`src/sv/hrdp_pkg.sv`:
```
package hrdp_pkg;

    // Short-item tags, prefix with the size code masked off.
    localparam logic [7:0] TagMask     = 8'hFC;
    localparam logic [7:0] TagInput    = 8'h80;
    localparam logic [7:0] TagOutput   = 8'h90;
    localparam logic [7:0] TagFeature  = 8'hB0;
    localparam logic [7:0] TagPage     = 8'h04;
    localparam logic [7:0] TagReportId = 8'h84;
    localparam logic [7:0] TagSize     = 8'h74;
    localparam logic [7:0] TagCount    = 8'h94;
    localparam logic [7:0] TagUsage    = 8'h08;
    localparam logic [7:0] TagLogMin   = 8'h14;
    localparam logic [7:0] TagLogMax   = 8'h24;
    localparam logic [7:0] TagUseMin   = 8'h18;
    localparam logic [7:0] TagUseMax   = 8'h28;

    localparam logic [1:0] SizeCodeFour = 2'd3;
    localparam logic [2:0] MaxDataBytes = 3'd4;

    typedef struct packed {
        logic [7:0] desc_byte;
        logic       last_byte;
    } t_in;

    typedef struct packed {
        logic [7:0]         field_index;
        logic [7:0]         report_number;
        logic [7:0]         main_flags;
        logic [15:0]        bit_position;
        logic [7:0]         field_bits;
        logic [7:0]         field_elements;
        logic [15:0]        page;
        logic [15:0]        last_usage;
        logic signed [31:0] logical_low;
        logic signed [31:0] logical_high;
        logic [31:0]        usage_low;
        logic [31:0]        usage_high;
    } t_out;

endpackage

```
`src/sv/hid_report_descriptor_parser_top.sv`:
```
// HID report descriptor parser, short items only.
// The input channel carries one descriptor byte per transfer together with a
// flag that marks the final byte of the descriptor. The output channel carries
// one field record for every Input, Output or Feature item that completes.
// Global and local settings (usage page, usage, logical and usage limits,
// report size, count and id) are kept between items; a report id restarts the
// bit offset, and every field record advances it by size times count.
// Latency: a record is offered on the output the cycle after the byte that
// completes its item is taken. Throughput: one byte per cycle unless stalled;
// the whole decode and settings update happens in the cycle the byte is taken,
// with a single 8 by 8 multiply and 17-bit saturating add for the offset.
// The output register separates the two sides: while it holds a record the
// input stays ready as long as the receiver takes that record in the same
// cycle. When the receiver stalls with a record pending, input ready drops
// and the record is held unchanged.
// Reset clears all settings, the offset and the record counter. The final
// byte of a descriptor is decoded as usual and then clears the same state,
// dropping any item it leaves unfinished.
module hid_report_descriptor_parser_top
    import hrdp_pkg::*;
(
    input  logic i_clk,
    input  logic i_rst_n,
    input  logic i_in_valid,
    output logic o_in_ready,
    input  t_in  i_in_data,
    output logic o_out_valid,
    input  logic i_out_ready,
    output t_out o_out_data
);

    logic [7:0]  r_prefix, n_prefix;
    logic [2:0]  r_bytes_left, n_bytes_left;
    logic [31:0] r_acc, n_acc;
    logic [2:0]  r_byte_count, n_byte_count;
    logic [15:0] r_page, n_page;
    logic [15:0] r_usage, n_usage;
    logic [31:0] r_log_min, n_log_min;
    logic [31:0] r_log_max, n_log_max;
    logic [31:0] r_use_min, n_use_min;
    logic [31:0] r_use_max, n_use_max;
    logic [7:0]  r_size, n_size;
    logic [7:0]  r_count, n_count;
    logic [7:0]  r_report, n_report;
    logic [15:0] r_offset, n_offset;
    logic [7:0]  r_records, n_records;
    logic        r_out_valid, n_out_valid;
    t_out        r_out, n_out;

    logic        in_fire;
    logic        finish;
    logic [7:0]  tag;
    logic [31:0] value;
    logic [31:0] value_ext;
    logic [15:0] span;
    logic [16:0] next_offset;
    logic        emit;

    assign o_in_ready  = !r_out_valid || i_out_ready;
    assign in_fire     = i_in_valid && o_in_ready;
    assign o_out_valid = r_out_valid;
    assign o_out_data  = r_out;

    always_comb begin
        n_prefix     = r_prefix;
        n_bytes_left = r_bytes_left;
        n_acc        = r_acc;
        n_byte_count = r_byte_count;
        finish       = 1'b0;
        if (r_bytes_left == 3'd0) begin
            n_prefix     = i_in_data.desc_byte;
            n_acc        = '0;
            n_byte_count = '0;
            n_bytes_left = (i_in_data.desc_byte[1:0] == SizeCodeFour) ? MaxDataBytes
                         : {1'b0, i_in_data.desc_byte[1:0]};
            finish       = (i_in_data.desc_byte[1:0] == 2'd0);
        end else begin
            n_acc        = r_acc | ({24'd0, i_in_data.desc_byte} << {r_byte_count[1:0], 3'b000});
            n_byte_count = r_byte_count + 3'd1;
            n_bytes_left = r_bytes_left - 3'd1;
            finish       = (r_bytes_left == 3'd1);
        end
    end

    assign tag   = n_prefix & TagMask;
    assign value = n_acc;

    // Logical limits are sign extended from one or two data bytes.
    always_comb begin
        case (n_byte_count)
            3'd0:    value_ext = '0;
            3'd1:    value_ext = {{24{value[7]}}, value[7:0]};
            3'd2:    value_ext = {{16{value[15]}}, value[15:0]};
            default: value_ext = value;
        endcase
    end

    assign span        = {8'd0, r_size} * {8'd0, r_count};
    assign next_offset = {1'b0, r_offset} + {1'b0, span};

    always_comb begin
        n_page      = r_page;
        n_usage     = r_usage;
        n_log_min   = r_log_min;
        n_log_max   = r_log_max;
        n_use_min   = r_use_min;
        n_use_max   = r_use_max;
        n_size      = r_size;
        n_count     = r_count;
        n_report    = r_report;
        n_offset    = r_offset;
        n_records   = r_records;
        emit        = 1'b0;
        if (in_fire && finish) begin
            case (tag)
                TagPage:     n_page    = value[15:0];
                TagUsage:    n_usage   = value[15:0];
                TagLogMin:   n_log_min = value_ext;
                TagLogMax:   n_log_max = value_ext;
                TagUseMin:   n_use_min = value;
                TagUseMax:   n_use_max = value;
                TagSize:     n_size    = value[7:0];
                TagCount:    n_count   = value[7:0];
                TagReportId: begin
                    n_report = value[7:0];
                    n_offset = '0;
                end
                TagInput, TagOutput, TagFeature: begin
                    emit      = 1'b1;
                    n_offset  = next_offset[16] ? 16'hFFFF : next_offset[15:0];
                    n_records = (r_records == 8'hFF) ? r_records : r_records + 8'd1;
                end
                default: emit = 1'b0;
            endcase
        end
    end

    always_comb begin
        n_out                = r_out;
        n_out_valid          = r_out_valid && !i_out_ready;
        if (emit) begin
            n_out_valid          = 1'b1;
            n_out.field_index    = r_records;
            n_out.report_number  = r_report;
            n_out.main_flags     = value[7:0];
            n_out.bit_position   = r_offset;
            n_out.field_bits     = r_size;
            n_out.field_elements = r_count;
            n_out.page           = r_page;
            n_out.last_usage     = r_usage;
            n_out.logical_low    = r_log_min;
            n_out.logical_high   = r_log_max;
            n_out.usage_low      = r_use_min;
            n_out.usage_high     = r_use_max;
        end
    end

    always_ff @(posedge i_clk) begin
        if (!i_rst_n) begin
            r_prefix     <= '0;
            r_bytes_left <= '0;
            r_acc        <= '0;
            r_byte_count <= '0;
            r_page       <= '0;
            r_usage      <= '0;
            r_log_min    <= '0;
            r_log_max    <= '0;
            r_use_min    <= '0;
            r_use_max    <= '0;
            r_size       <= '0;
            r_count      <= '0;
            r_report     <= '0;
            r_offset     <= '0;
            r_records    <= '0;
            r_out_valid  <= 1'b0;
        end else begin
            r_out_valid <= n_out_valid;
            if (in_fire && i_in_data.last_byte) begin
                r_prefix     <= '0;
                r_bytes_left <= '0;
                r_acc        <= '0;
                r_byte_count <= '0;
                r_page       <= '0;
                r_usage      <= '0;
                r_log_min    <= '0;
                r_log_max    <= '0;
                r_use_min    <= '0;
                r_use_max    <= '0;
                r_size       <= '0;
                r_count      <= '0;
                r_report     <= '0;
                r_offset     <= '0;
                r_records    <= '0;
            end else if (in_fire) begin
                r_prefix     <= n_prefix;
                r_bytes_left <= n_bytes_left;
                r_acc        <= n_acc;
                r_byte_count <= n_byte_count;
                r_page       <= n_page;
                r_usage      <= n_usage;
                r_log_min    <= n_log_min;
                r_log_max    <= n_log_max;
                r_use_min    <= n_use_min;
                r_use_max    <= n_use_max;
                r_size       <= n_size;
                r_count      <= n_count;
                r_report     <= n_report;
                r_offset     <= n_offset;
                r_records    <= n_records;
            end
        end
    end

    always_ff @(posedge i_clk) begin
        r_out <= n_out;
    end

`ifndef ASSERT_OFF
    a_left_bounded: assert property (@(posedge i_clk) disable iff (!i_rst_n)
        ({1'b0, r_byte_count} + {1'b0, r_bytes_left}) <= {1'b0, MaxDataBytes})
        else $error("data byte counters exceed four bytes per item");

    a_last_clears: assert property (@(posedge i_clk) disable iff (!i_rst_n)
        (in_fire && i_in_data.last_byte) |=>
            (r_bytes_left == 3'd0 && r_offset == 16'd0 && r_records == 8'd0))
        else $error("parser state not cleared after final descriptor byte");

    a_records_monotonic: assert property (@(posedge i_clk) disable iff (!i_rst_n)
        (in_fire && !i_in_data.last_byte) |=> (r_records >= $past(r_records)))
        else $error("record counter decreased within a descriptor");

    a_no_spurious_record: assert property (@(posedge i_clk) disable iff (!i_rst_n)
        (!in_fire && !o_out_valid) |=> !o_out_valid)
        else $error("record offered without an accepted byte");
`endif

endmodule
```
`config.mk`:
```
export PLATFORM = sky130hd
export DESIGN_NAME = hid_report_descriptor_parser_top
export DESIGN_NICKNAME = d
export VERILOG_FILES = /design/src/sv/hrdp_pkg.sv /design/src/sv/hid_report_descriptor_parser_top.sv
export SDC_FILE = /design/constraint.sdc
export NUM_CORES = 1
export LEC_CHECK = 0
export ABC_AREA = 1
export BUFFER_PORTS_ARGS = -buffer_cell sky130_fd_sc_hd__buf_2
export CORE_MARGIN = 1
export CORE_UTILIZATION = 45
export CTS_BUF_LIST = sky130_fd_sc_hd__clkbuf_4 sky130_fd_sc_hd__clkbuf_8
export DETAILED_ROUTE_END_ITERATION = 8
export PLACE_DENSITY = 0.68
export SYNTH_ARGS = -nofsm -noshare
export SYNTH_HDL_FRONTEND = slang
export SYNTH_SLANG_ARGS = --single-unit
```
`constraint.sdc`:
```
create_clock -name i_clk -period 4.4 [get_ports i_clk]
set_clock_uncertainty 0.1 [all_clocks]
set_input_delay 0.88 -clock i_clk [delete_from_list [all_inputs] [get_ports i_clk]]
set_output_delay 0.88 -clock i_clk [all_outputs]
set_load 0.05 [all_outputs]
```
# After elaboration in Yosys (flattened, before gate mapping)
# Cells that the tools add are included.
[word_totals]
output_inout_bits = 218
reg_bits = 471
inputBits = 13
wordCells = 92
[classes]
n_bitwise = 3
shifts = 1
n_addsub = 4
n_mul = 1
reduce_logical = 25
n_mux = 12
n_eq_ne = 17
[op_table]
columns = ["op", "n"]
rows = [
  ["$pmux 32 s3", 1],
  ["$mux 32", 1],
  ["$or 32x32->32", 1],
  ["$pmux 16 s2", 1],
  ["$shl 8x5->32", 1],
  ["$eq 6x6->1 const B", 5],
  ["$reduce_and 3->1", 10],
  ["$add 16x16->17", 1],
  ["$mul 8x8->16", 1],
  ["$mux 16", 1],
  ["$eq 6x3->1 const B", 2],
  ["$eq 6x4->1 const B", 2],
  ["$mux 3", 3],
  ["$add 8x1->8 const B", 1],
  ["$eq 8x8->1 const B", 1],
  ["$mux 8", 1],
  ["$eq 3x1->1 const B", 2],
  ["$eq 6x1->1 const B", 1],
  ["$eq 6x2->1 const B", 1],
  ["$eq 6x5->1 const B", 1],
  ["$logic_not 3->1", 2],
  ["$logic_and 1x1->1", 4],
  ["$mux 1", 4],
  ["$reduce_and 4->1", 1],
  ["other kinds (12)", 14],
]

# Longest topological paths before layout
[logic_depth]
ltp_word = 7
ltp_mapped = 24
ltp_nobuf = 22

# Worst setup path before layout
# Ideal clock, no wire load.
[synth_path]
path_type = "register to register"
start = "register r_size[0]"
end = "register r_offset[10]"
path_stages_with_launch = 23
t_arrival_ns = 4.346
synth_period_minus_slack_ns = 4.578
t_required_ns = 4.168
setup_time_ns = 0.132
n_path_buf = 2
setup_slack_ns = -0.178
path_cell_list = "dfxtp_1 -> clkbuf_1 -> nand2_1 -> fa_1 -> fa_1 -> inv_1 -> fa_1 -> inv_1 -> fa_1 -> inv_1 -> ha_1 -> nand2_1 -> nor2_1 -> nand2_1 -> nand3_1 -> nand2_1 -> nand2_1 -> nand2_1 -> nand2_1 -> clkbuf_1 -> nand2_1 -> nand2_1 -> a21oi_1"
[synth_via]
elab_chain_len = 4
[synth_rtl]
columns = ["element", "line", "rtl"]
rows = [
  ["start, declared", "hid_report_descriptor_parser_top.sv:42", "logic [7:0] r_size, n_size;"],
  ["start signal, assigned", "hid_report_descriptor_parser_top.sv:205", "r_size <= n_size;"],
  ["$mul 8x8->16", "hid_report_descriptor_parser_top.sv:98", "assign span = {8'd0, r_size} * {8'd0, r_count};"],
  ["$add 16x16->17", "hid_report_descriptor_parser_top.sv:99", "assign next_offset = {1'b0, r_offset} + {1'b0, span};"],
  ["$mux 16", "hid_report_descriptor_parser_top.sv:130", "n_offset = next_offset[16] ? 16'hFFFF : next_offset[15:0];"],
  ["$pmux 16 s2", "hid_report_descriptor_parser_top.sv:115", "case (tag)"],
  ["end signal, assigned", "hid_report_descriptor_parser_top.sv:208", "r_offset <= n_offset;"],
  ["end, declared", "hid_report_descriptor_parser_top.sv:45", "logic [15:0] r_offset, n_offset;"],
]
# No other way between the ends.
# A chain may end at the register's enable or synchronous reset.

# Worst setup path after layout
[layout_path]
start = "register r_size[6]"
end = "register r_offset[7]"
# The elaborated chain is that of the path after synthesis.

==> metrics.txt <==
most area-hungry cell type in the Yosys netlist edfxtp_1; Chip Width 208 microns; distinct cell type count after synthesis 43; total routing resource utilization after global routing 23.3%; number of vias per cell 5.14; fin crit period 4250 ps; PD cells 394 nW/um^2; top-count cell post-synth dfxtp_1; Post-synth EDFFs 216; starting utilization of the core area 45.6%; largest net degree at the start of global routing 111; Detailed Routing Iterations Pass 1 5; wire length of the first global-routing pass approximately 78000 microns; height of the die about 210 microns; quantity of I/O buffers inserted on ports 230; Mapped Avg Cell Area 10.1 sq um; insertion delay of the later-clocked pin in the worst-skew pair between 600 and 700 ps; Slew Limit Headroom 46.2%; achievable frequency between 200 and 250 MHz; category of the worst setup path capture point register; Final Max Tran Viols 0; routed length per instance 18.4 microns; Tcrit/Tclk final 96.6%; instance count along the most critical hold path 0; Synthesized Nets 2001; post-cts hold buffer count 0; residual overflow from global routing 0; standard cell with the maximum stage delay on the critical path fa_1; synthesized netlist cell count 1896; maximum clock insertion buffer count 3; fin cells 2792; classification of the worst-slack hold path register to register; iteration-0 DRC count of the detailed router about 900; leakage dissipation 10.8 nW; TritonCTS clock tree done; count of vias placed by the detailed router 14355; required time worst endpoint 4780 ps; via count of the first global-routing pass 13919; number of cell instances on the worst register-to-register path 22; placed instance count 2639; FF-to-FF setup slack 150 ps; Core Footprint 42000 sq um; fraction of layout instances using a drive strength above 1 25.0%; critical setup path kind register to register; final setup vio count 0; number of register bits inferred by synthesis 469; clk sinks 469; number of buffers added by the clock tree synthesis step a little under 80; number of rows in the core area 75; number of H-tree levels 3; delay contributed by the slowest stage of the critical path 570 ps; Boundary Pins 231; post-synthesis sequential area ratio roughly three fifths; dominant cells by area after synthesis edfxtp_1, dfxtp_1, o21ai_0; Layout area overhead 21.0%; Detailed Place HPWL roughly 35000 microns; critical path data arrival time 4630 ps; final number of hold-violating endpoints 0; number of antenna violations at the first check in global routing 4; run status finished, final reports clean; detailed-route wire length 51300 microns; most frequently used flop master after synthesis dfxtp_1; clock-pin slew on the worst setup and hold paths 60 ps; root buffer cell clkbuf_8; Die Area 43500 sq um; number of design rule violations left after detail routing 0; maximum fanout along the worst path 8; Worst IR Drop VDD ~260 uV; critical path's most frequent cell nand2_2; Ys Warns 0; number of violations of the max-capacitance limit 0; Slew @ Worst Pin 799 ps; fraction of registers with async set or reset after synthesis 0%; ordered cell list for the critical path buf_12, nand2_2, fa_1, inv_1, fa_1, fa_1, inv_2, fa_1, inv_2, ha_4, nand2_4, nor2_4, nand2_2, nand3_2, nand2_2, nand2_1, nand2_2, nand2_4, buf_12, nand2_1, nand2_2, a21oi_2; global placement routability congestion slightly below 0.9; Final Power 9.14 mW; area fraction of the dominant cell type after synthesis 33.8%; leading post-synthesis cells by instance count dfxtp_1, inv_1, nand2_1; DRT antenna net count 0; category of the worst setup path launch point register; nets 2293; combined area of all synthesized cells 19200 sq um
-- stage by stage --
step	setup slack (ps)	setup TNS, ps	hold slack [ps]	cell area (sq um)	utilization, %
after CTS	-42.2	-268	300	23000	54.8
final	151	0	298	23200	55.2
after global routing	-31.3	-190	321	23200	55.2
after global placement	-28.0	-362	308	21200	50.4
after detailed placement	-81.8	-714	308	21200	50.4
after floorplan	11.9	0	303	19200	-
-- critical path, delay by kind of cell, from the launching register on --
kind,cells,cell delay [ps]
fa+ha+maj,5,2310
simple gates,11,870
buf+inv,5,410
flops,1,390
compound gates,1,50
-- final timing paths --
kind / from / endpoint
max: r_size[6] / r_offset[7]
min: r_log_max[29] / o_out_data[93]
max reg2reg: r_size[6] / r_offset[7]
min reg2reg: r_log_max[29] / o_out_data[93]
-- placed cells by master, fill, tap and decap left out, drive strengths merged --
| master | instances |
|---|---|
| nand2 | 244 |
| clkinv | 18 |
| o31ai | 1 |
| o21a | 6 |
| diode | 1 |
| o22ai | 1 |
| o211ai | 1 |
| or2 | 3 |
| buf | 313 |
| nand3b | 1 |
| xnor2 | 5 |
| dfxtp | 253 |
| o21ai | 245 |
| clkbuf | 121 |
| a21oi | 210 |
| bufinv | 4 |
| xor2 | 6 |
| and2 | 1 |
| a31oi | 3 |
| a211oi | 3 |
| nor2 | 168 |
| nand3 | 60 |
| ha | 41 |
| fa | 51 |
| inv | 257 |
| a221oi | 1 |
| nor3 | 12 |
| a21boi | 1 |
| nand4 | 6 |
| edfxtp | 216 |
-- registers in the layout (all words and copies together), names as in the netlist --
| signal | cells |
|---|---|
| o_out_valid | 1 |
| r_count | 8 |
| r_bytes_left | 3 |
| r_byte_count | 3 |
| r_usage | 16 |
| r_acc | 32 |
| r_page | 16 |
| r_records | 8 |
| r_offset | 16 |
| r_report | 8 |
| r_prefix | 6 |
| r_log_max | 32 |
| r_log_min | 32 |
| r_use_max | 32 |
| r_use_min | 32 |
| r_size | 8 |
| o_out_data | 216 |
-- area by class of cell --
class	count	area (sq um)
Sequential cell	469	11600
Tap cell	539	674
Multi-Input combinational cell	1070	6370
Clock inverter	24	221
Antenna cell	1	2.50
Inverter	255	970
Timing Repair Buffer	314	1940
Fill cell	3693	18800
Clock buffer	120	1470
-- cells by family (layout without fill, tap and decap cells) --
family                   Yosys count  in the layout  share of synthesized area (%)
AO/OA/AOI/OAI                    472            472                           12.6
XOR/XNOR                          11             11                          0.502
adder cells (fa/ha/maj)           92             92                           7.99
buffers and inverters            357            713                           7.71
flip-flops                       469            469                           60.2
other                              0              1                              0
AND/OR/NAND/NOR                  495            495                           10.9
-- where the power goes --
group | switching, mW | internal, mW
registers | 0.0196 | 4.57
clock network | 1.73 | 2.37
logic | 0.349 | 0.0993
-- per-layer routing --
layer	vias to the layer above	routed length, microns	GRT usage, %
met5	-	32	0
met4	6	1510	9.81
met3	107	3760	5.78
met2	491	24400	37.5
met1	6897	21500	29.9
li1	6854	-	-
-- repair_timing --
action,in CTS,in global routing
gates cloned,1,1
pin swaps,9,42
buffers inserted,5,2
endpoints found under the setup margin,15,16
gates resized for setup,20,61
No activity file was read; power rests on OpenSTA's default activity.
